**src/design/dswt_pkg.sv**
```systemverilog
// Shared types and constants for the dirty slot write throttle.
// No dependencies.
`default_nettype none

package dswt_pkg;

	localparam int NUM_SLOTS_DEF = 16;
	localparam int SLOT_W        = 8;
	localparam int TIME_W        = 32;
	localparam int REQ_W         = 2;

	typedef enum logic [REQ_W-1:0] {
		REQ_QUERY = 2'd0,
		REQ_MARK  = 2'd1,
		REQ_WRITE = 2'd2
	} req_code_t;

	// request broadcast to every cell
	typedef struct packed {
		logic              upd;
		logic [REQ_W-1:0]  req_type;
		logic [SLOT_W-1:0] slot;
		logic [TIME_W-1:0] now_time;
		logic              force_req;
		logic [TIME_W-1:0] min_interval;
	} cmd_t;

	// partial result handed from cell to cell
	typedef struct packed {
		logic any_due;
		logic slot_due;
		logic slot_dirty;
	} link_t;

endpackage

`default_nettype wire

```
**src/design/dswt_cell.sv**
```systemverilog
// One slot of the throttle: dirty/written marks, last write time, and
// one stage of the due-sweep chain. Depends on dswt_pkg.
`default_nettype none

module dswt_cell #(
	parameter logic [dswt_pkg::SLOT_W-1:0] IDX = '0
) (
	input  wire                 clk,
	input  wire                 arst_n,
	input  dswt_pkg::cmd_t      cmd,
	input  dswt_pkg::link_t     link_in,
	output dswt_pkg::link_t     link_out
);
	import dswt_pkg::*;

	logic              dirty_q;
	logic              written_q;
	logic [TIME_W-1:0] last_time_q;
	link_t             link_q;
	logic              hit;
	logic              due;
	logic [TIME_W-1:0] elapsed;

	assign hit     = (cmd.slot == IDX);
	assign elapsed = cmd.now_time - last_time_q;
	assign due     = dirty_q && (cmd.force_req || !written_q || (elapsed >= cmd.min_interval));

	always_ff @(posedge clk or negedge arst_n) begin
		if (!arst_n) begin
			dirty_q   <= 1'b0;
			written_q <= 1'b0;
		end else if (cmd.upd && hit) begin
			case (cmd.req_type)
				REQ_MARK: begin
					dirty_q <= 1'b1;
				end
				REQ_WRITE: begin
					dirty_q   <= 1'b0;
					written_q <= 1'b1;
				end
				default: begin
				end
			endcase
		end
	end

	always_ff @(posedge clk) begin
		if (cmd.upd && hit && cmd.req_type == REQ_WRITE) begin
			last_time_q <= cmd.now_time;
		end
	end

	always_ff @(posedge clk or negedge arst_n) begin
		if (!arst_n) begin
			link_q <= '0;
		end else begin
			link_q.any_due    <= link_in.any_due | due;
			link_q.slot_due   <= link_in.slot_due | (hit & due);
			link_q.slot_dirty <= link_in.slot_dirty | (hit & dirty_q);
		end
	end

	assign link_out = link_q;

endmodule

`default_nettype wire

```
**src/design/dirty_slot_write_throttle_top.sv**
```systemverilog
// Top level of the dirty slot write throttle: request latch, sequencer,
// APB register and the chain of dswt_cell slots. Depends on dswt_pkg.
//
// Usage:
//   Requests: drive req_type, slot, now_time, force_req and pulse start;
//   the transaction is taken at a clock edge with start high and busy low.
//   busy stays high until the result is shown.
//   Results: done is high for exactly one cycle with slot_due, slot_dirty,
//   any_due and slot_ok valid in that cycle. The receiver cannot stall.
//   Timing: after acceptance upd_q applies the slot update, then the due
//   check ripples through the cell chain one cell per cycle. done rises
//   when the sweep has passed the last cell; busy drops together with
//   done, so a new request can be taken in the done cycle but not
//   before it: only one request is in flight at a time.
//   Configuration: min_interval at byte address 0 over APB; write only
//   while idle. pready is tied high.
//   Reset: all slots clean and never written, min_interval zero, idle.
`default_nettype none

module dirty_slot_write_throttle_top #(
	parameter int NUM_SLOTS = dswt_pkg::NUM_SLOTS_DEF
) (
	input  wire                          clk,
	input  wire                          arst_n,
	input  wire                          start,
	output logic                         busy,
	input  wire  [dswt_pkg::REQ_W-1:0]   req_type,
	input  wire  [dswt_pkg::SLOT_W-1:0]  slot,
	input  wire  [dswt_pkg::TIME_W-1:0]  now_time,
	input  wire                          force_req,
	output logic                         done,
	output logic                         slot_due,
	output logic                         slot_dirty,
	output logic                         any_due,
	output logic                         slot_ok,
	input  wire                          psel,
	input  wire                          penable,
	input  wire                          pwrite,
	input  wire  [2:0]                   paddr,
	input  wire  [31:0]                  pwdata,
	output logic [31:0]                  prdata,
	output logic                         pready
);
	import dswt_pkg::*;

	localparam int CNT_W = $clog2(NUM_SLOTS + 1);
	localparam logic [CNT_W-1:0] LAST_CNT = CNT_W'(NUM_SLOTS - 1);

	logic                   busy_q;
	logic                   upd_q;
	logic                   done_q;
	logic [CNT_W-1:0]       cnt_q;
	logic [REQ_W-1:0]       req_type_q;
	logic [SLOT_W-1:0]      slot_q;
	logic [TIME_W-1:0]      now_time_q;
	logic                   force_req_q;
	logic [TIME_W-1:0]      min_interval_q;
	logic                   accept;
	logic                   reg_sel;
	cmd_t                   cmd;
	link_t                  chain [NUM_SLOTS+1];

	assign accept  = start && !busy_q;
	assign reg_sel = (paddr[2] == 1'b0);

	// APB register
	always_ff @(posedge clk or negedge arst_n) begin
		if (!arst_n) begin
			min_interval_q <= '0;
		end else if (psel && penable && pwrite && reg_sel) begin
			min_interval_q <= pwdata;
		end
	end

	assign prdata = reg_sel ? min_interval_q : '0;
	assign pready = 1'b1;

	// request latch
	always_ff @(posedge clk) begin
		if (accept) begin
			req_type_q  <= req_type;
			slot_q      <= slot;
			now_time_q  <= now_time;
			force_req_q <= force_req;
		end
	end

	// sequencer: slot update first, then a counted sweep through the cell chain
	always_ff @(posedge clk or negedge arst_n) begin
		if (!arst_n) begin
			busy_q <= 1'b0;
			upd_q  <= 1'b0;
			done_q <= 1'b0;
			cnt_q  <= '0;
		end else begin
			done_q <= 1'b0;
			if (accept) begin
				busy_q <= 1'b1;
				upd_q  <= 1'b1;
				cnt_q  <= '0;
			end else if (upd_q) begin
				upd_q <= 1'b0;
			end else if (busy_q) begin
				cnt_q <= cnt_q + 1'b1;
				if (cnt_q == LAST_CNT) begin
					busy_q <= 1'b0;
					done_q <= 1'b1;
				end
			end
		end
	end

	assign cmd.upd          = upd_q;
	assign cmd.req_type     = req_type_q;
	assign cmd.slot         = slot_q;
	assign cmd.now_time     = now_time_q;
	assign cmd.force_req    = force_req_q;
	assign cmd.min_interval = min_interval_q;

	assign chain[0] = '0;

	for (genvar i = 0; i < NUM_SLOTS; i++) begin : g_cell
		dswt_cell #(
			.IDX(SLOT_W'(i))
		) u_cell (
			.clk      (clk),
			.arst_n   (arst_n),
			.cmd      (cmd),
			.link_in  (chain[i]),
			.link_out (chain[i+1])
		);
	end

	assign busy       = busy_q;
	assign done       = done_q;
	assign slot_due   = chain[NUM_SLOTS].slot_due;
	assign slot_dirty = chain[NUM_SLOTS].slot_dirty;
	assign any_due    = chain[NUM_SLOTS].any_due;
	assign slot_ok    = (slot_q < SLOT_W'(NUM_SLOTS));

endmodule

`default_nettype wire

```
**config.mk**
```make
export PLATFORM = sky130hd
export DESIGN_NAME = dirty_slot_write_throttle_top
export DESIGN_NICKNAME = d
export VERILOG_FILES = /design/src/design/dswt_pkg.sv /design/src/design/dswt_cell.sv /design/src/design/dirty_slot_write_throttle_top.sv
export SDC_FILE = /design/constraint.sdc
export NUM_CORES = 2
export LEC_CHECK = 0
export BUFFER_PORTS_ARGS = -buffer_cell sky130_fd_sc_hd__buf_2
export CAP_MARGIN = 25
export CORE_ASPECT_RATIO = 0.9
export CORE_UTILIZATION = 50
export CTS_CLUSTER_DIAMETER = 150
export CTS_CLUSTER_SIZE = 12
export DETAILED_ROUTE_END_ITERATION = 10
export PLACE_DENSITY = 0.62
export SYNTH_ARGS = -nofsm -noshare
export SYNTH_HDL_FRONTEND = slang
export SYNTH_HIERARCHICAL = 1
export SYNTH_SLANG_ARGS = --single-unit
```
**constraint.sdc**
```tcl
create_clock -name clk -period 6.8 [get_ports clk]
set_input_delay 1.36 -clock clk [delete_from_list [all_inputs] [get_ports clk]]
set_output_delay 1.36 -clock clk [all_outputs]
set_load 0.02 [all_outputs]
```
; Word-level counts from Yosys, hierarchy flattened
; Cells that the tools add are included.
; W data, S select, Z words.
[word_totals]
reg_bits = 675
input_bits = 84
out_inout_bits = 39
elab_cells = 387
[classes]
n_addsub = 17
order_cmp = 17
eq_ne = 19
mux = 14
bitwise = 78
n_reduce_logical = 137
[ops]
columns = operator, count
row1 = $ge A32 B32 Y1, 16
row2 = $sub A32 B32 Y32, 16
row3 = $reduce_and A2 Y1, 33
row4 = $eq A8 B4 Y1 const B, 8
row5 = $logic_and A1 B1 Y1, 52
row6 = $or A1 B1 Y1, 45
row7 = $and A1 B1 Y1, 32
row8 = $eq A8 B3 Y1 const B, 4
row9 = $logic_or A1 B1 Y1, 32
row10 = $mux W32, 1
row11 = $logic_not A1 Y1, 17
row12 = $eq A8 B2 Y1 const B, 2
row13 = $mux W5, 3
row14 = $mux W1, 9
row15 = $eq A8 B1 Y1 const B, 1
row16 = $logic_not A8 Y1, 1
row17 = $lt A8 B5 Y1 const B, 1
row18 = $add A5 B1 Y5 const B, 1
row19 = $eq A5 B4 Y1 const B, 1
row20 = $reduce_bool A2 Y1, 2
row21 = $eq A2 B1 Y1 const B, 1
row22 = $eq A2 B2 Y1 const B, 1
row23 = $ne A2 B1 Y1 const B, 1
row24 = $pmux W1 S2, 1
row25 = $not A1 Y1, 1

; Longest topological paths before layout
[logic_depth]
ltp_word = 6
depth_mapped = 18
depth_no_buf = 18

; Modules after synthesis
; The synthesis kept the hierarchy.
[by_module_without_submodules]
columns = module, instances, cells_per_inst, area_per_inst_um2, seq_area_each_um2
row1 = dswt_cell at g_cell[11].u_cell ..., 5, 442, 3819.9, 1086.0
row2 = dswt_cell at g_cell[12].u_cell ..., 3, 418, 3769.9, 1086.0
row3 = dswt_cell at g_cell[7].u_cell ..., 2, 453, 3946.3, 1086.0
row4 = dswt_cell at g_cell[5].u_cell ..., 2, 442, 3822.4, 1086.0
row5 = dswt_cell at g_cell[9].u_cell, 1, 453, 3948.8, 1086.0
row6 = dswt_cell at g_cell[15].u_cell, 1, 442, 3817.4, 1086.0
row7 = dswt_cell at g_cell[0].u_cell, 1, 418, 3768.6, 1086.0
row8 = dswt_cell at g_cell[10].u_cell, 1, 414, 3758.6, 1086.0
row9 = dirty_slot_write_throttle_top, 1, 183, 3230.6, 2292.2

; Worst setup path after synthesis
; No wires, ideal clock.
[synth_timing]
kind = register to register
start = register now_time_q[1]
end = register g_cell[10].u_cell.link_q, in the netlist g_cell[10].u_cell/link_out[1]
setup_time_ns = 0.120
t_arrival_ns = 4.552
required_time_ns = 6.680
setup_slack_ns = 2.128
stages_incl_launch_ff = 16
path_buffers = 0
period_less_slack_ns = 4.672
path_cell_list = edfxtp_1 -> ha_1 -> nor2b_1 -> o2111ai_1 -> a211oi_2 -> or4_4 -> a31o_1 -> a21oi_1 -> xnor2_1 -> ha_1 -> a21oi_1 -> nor2b_1 -> o21ai_0 -> o2111ai_1 -> a221o_1 -> a31o_1
[synth_between]
elab_chain_cells = 6
[synth_rtl]
columns = element, line_no
row1 = start: declaration, dirty_slot_write_throttle_top.sv:55  ; logic [TIME_W-1:0] now_time_q;
row2 = start signal: assignment, dirty_slot_write_throttle_top.sv:83  ; now_time_q <= now_time;
row3 = $sub A32 B32 Y32, dswt_cell.sv:25  ; assign elapsed = cmd.now_time - last_time_q;
row4 = $ge A32 B32 Y1, dswt_cell.sv:26  ; assign due = dirty_q && (cmd.force_req || !written_q || (elapsed >= cmd.min_interval));
row5 = $logic_or A1 B1 Y1, dswt_cell.sv:26
row6 = $logic_and A1 B1 Y1, dswt_cell.sv:26
row7 = $and A1 B1 Y1, dswt_cell.sv:58  ; link_q.slot_due <= link_in.slot_due | (hit & due);
row8 = $or A1 B1 Y1, dswt_cell.sv:58
row9 = end: declaration, dswt_cell.sv:19  ; link_t link_q;
; Every way passes these cells.
; A chain may end at the register's enable or synchronous reset.

; Worst setup path after layout
[layout_timing]
start = register now_time_q[2]
end = register g_cell[11].u_cell.link_q, in the netlist g_cell[11].u_cell/link_out[1]
[layout_between]
elab_chain_cells = 6
[layout_rtl]
columns = element, line_no
row1 = $sub A32 B32 Y32, dswt_cell.sv:25
row2 = $ge A32 B32 Y1, dswt_cell.sv:26
row3 = $logic_or A1 B1 Y1, dswt_cell.sv:26
row4 = $logic_and A1 B1 Y1, dswt_cell.sv:26
row5 = $and A1 B1 Y1, dswt_cell.sv:58
row6 = $or A1 B1 Y1, dswt_cell.sv:58
row7 = end: declaration, dswt_cell.sv:19
; Every way passes these cells.

==> results.txt <==
Cell accounting for the most synthesized area -> edfxtp_1
Full die area -> 130000 um2
Fin crit share -> 0.775
RD Place Congestion -> 0.928
Clock buffer depth -> 3
Crit path from -> now_time_q[2]$_DFFE_PP_
Final setup viols -> 0
Post-CTS Setup Repair Bufs -> 0
Clk sink count -> 675
Drt first pass iters -> 6
Largest cells by area after synthesis -> edfxtp_1, ha_1, inv_1
Via count -> 54756
Core region area -> 128000 um2
Critical Path Start Type -> register
FF-to-FF Start -> now_time_q[2]$_DFFE_PP_
Critical path class -> register to register
Largest net degree at the start of global routing -> 49
Achievable Freq -> 190 MHz
CP max FO -> 10
Setup ws final -> 1530 ps
Area share of the largest cell type after synthesis -> 0.259
CP endpoint kind -> register
Post-CTS Hold Buffers -> 0
I/O Pins -> 123
CTS resizes -> 0
Total negative setup slack -> 0 ps
Dominant synthesized flop cell -> edfxtp_1
Pre-CTS WS -> 1670 ps
Final antenna-violating net count -> 0
Final Hold Viols -> 0
Avg WL per Cell -> 22.6 um
Worst hold path type -> register to register
Fillers -> 11644
Wire length of the first global-routing pass -> 307000 um
Critical Path RT -> 7360 ps
Clock transition at the registers of the reported paths -> 70 ps
Total GRT Usage -> 0.310
Crit path time final -> 5270 ps
Unrepaired setup endpoints after global routing -> false
Relative slew slack -> 0.228
Clock Tree Root -> clkbuf_16
Total global routing overflow -> 0
CP Data Arrival Time -> 5830 ps
Status -> finished clean
Sequential area share after synthesis -> 0.305
Ratio of cells with drive above 1 in the final layout -> 0.0718
Clk_lat worst skew -> 690 ps
Row count -> 124
CTS Buf Count -> 66
Via density -> 6.00
Post-synth EDFFs -> 555
Initial DRC count -> 5108
YS warnings -> 6
Utilization after layout -> 0.549
Post-DP Area -> 68000 um2
DIE HEIGHT -> 343 um
Layout Skew -> 35.2 ps
Post-Syn Area -> 64500 um2
Die W -> 381 um
Most instantiated cells after synthesis -> inv_1, ha_1, a21oi_1
Layout Nets -> 8498
Most common cell in the synthesized netlist -> inv_1
Wirelength, routed -> 206000 um
MaxCap Viol Count -> 0
Multi-input gate area -> 39800 um2
DR DRC count -> 0
Max Slew Vio Count -> 0
Initial antenna violation count -> 8
Vias in the first global route -> 50576
Initial Util -> 0.506
Post-DP HPWL -> 147000 um
Post-synthesis area per instance -> 9.00 um2
Pwr dens -> 201 nW/um2
Hold Crit Start -> g_cell[4].u_cell/link_out[0]$_DFF_PN0_
TritonCTS clock tree -> done
Static Leak -> 33.3 nW
Final instance area -> 70000 um2
Port bufs -> 119
Synth cell types -> 92
Syn Inst Count -> 7164
Async SR Flop Fraction -> 0.178
Area Growth Syn to Fin -> 8.53%
Slew @ Worst Pin -> 1160 ps
Register bit total from synthesis -> 675
Area taken by flip-flops and latches -> 19700 um2
Maximum VDD drop -> 0.227 mV
H-tree levels -> 3
[critical path, cell delays in order, from the launching register on]
cell and delay, ps:
edfxtp_1 1010, buf_4 430, ha_1 330, a21oi_1 300
o21ai_0 130, a21oi_1 260, o211ai_1 270, a211oi_2 420
nor4b_1 290, nor3_1 90, ha_1 180, a21o_1 180
a21o_1 170, a21oi_1 150, o2111ai_1 130, a221o_1 470
a31o_2 320
[cells by family after synthesis]
kind of cell	synth area share
compound gates	0.213
simple gates	0.129
buf+inv	0.0780
fa+ha+maj	0.204
flops	0.305
xor+xnor	0.0622
mux	0.00813
other cells	0.000116
[worst paths after layout]
| path | to | slack [ps] | depth (start not counted) |
|---|---|---|---|
| setup / recovery | g_cell[11].u_cell/link_out[1]$_DFF_PN0_ | 1530 | 16 |
| min in group asynchronous | g_cell[15].u_cell/link_out[0]$_DFF_PN0_ | 690 | 1 |
| max in group asynchronous | min_interval_q[25]$_DFFE_PN0P_ | 4890 | 2 |
| hold reg to reg | g_cell[5].u_cell/link_out[0]$_DFF_PN0_ | 410 | 1 |
| setup reg to reg | g_cell[11].u_cell/link_out[1]$_DFF_PN0_ | 1530 | 16 |
| hold / removal | g_cell[5].u_cell/link_out[0]$_DFF_PN0_ | 410 | 1 |
[metrics by stage]
stage	hold slack [ps]	std cells	total power (W)
6_report	414	9130	0.0140
5_1_grt	444	9128	0.0149
4_1_cts	416	9127	0.0141
3_5_place_dp	412	9005	0.0104
3_3_place_gp	411	8996	0.0102
2_1_floorplan	404	7166	0.00843
[layout make-up]
class	instances	area share
diodes	3	0.000107
clock buffers	116	0.0269
clock inverters	6	0.00106
inverters	1184	0.0635
multi-input cells	5182	0.569
flip-flops and latches	675	0.281
well taps	1701	0.0304
repair buffers	263	0.0280
[flip-flops by register name, indices dropped and copies added, names as in the netlist]
signal	flops
upd_q	1
slot_q	8
g_cell.u_cell/written_q	16
now_time_q	32
force_req_q	1
g_cell.u_cell/dirty_q	16
g_cell.u_cell/link_out	48
cnt_q	5
min_interval_q	32
busy	1
req_type_q	2
done	1
g_cell.u_cell/last_time_q	512
[per-layer routing]
layer / track usage / part of all wire
met2: 0.475 / 0.42
met4: 0.131 / 0.047
met5: 0 / 0
met3: 0.0455 / 0.074
met1: 0.437 / 0.46
[cell usage in the layout (no fill, tap or decap), types with 165 or more instances in the layout]
cell type	n
inv_1	1184
ha_1	1026
a21oi_1	651
edfxtp_1	555
a21o_1	421
nand2_1	352
nor2_1	334
xnor2_1	293
o21ai_0	280
nand4_1	191
xor2_1	165
[where the power goes]
part	switching (W)	total, W	internal [W]
Clock	0.00174	0.00363	0.00189
Combinational	0.00330	0.00545	0.00215
Sequential	0.000355	0.00495	0.00459
Total	0.00539	0.0140	0.00863
(Power assumes the default switching activity.)
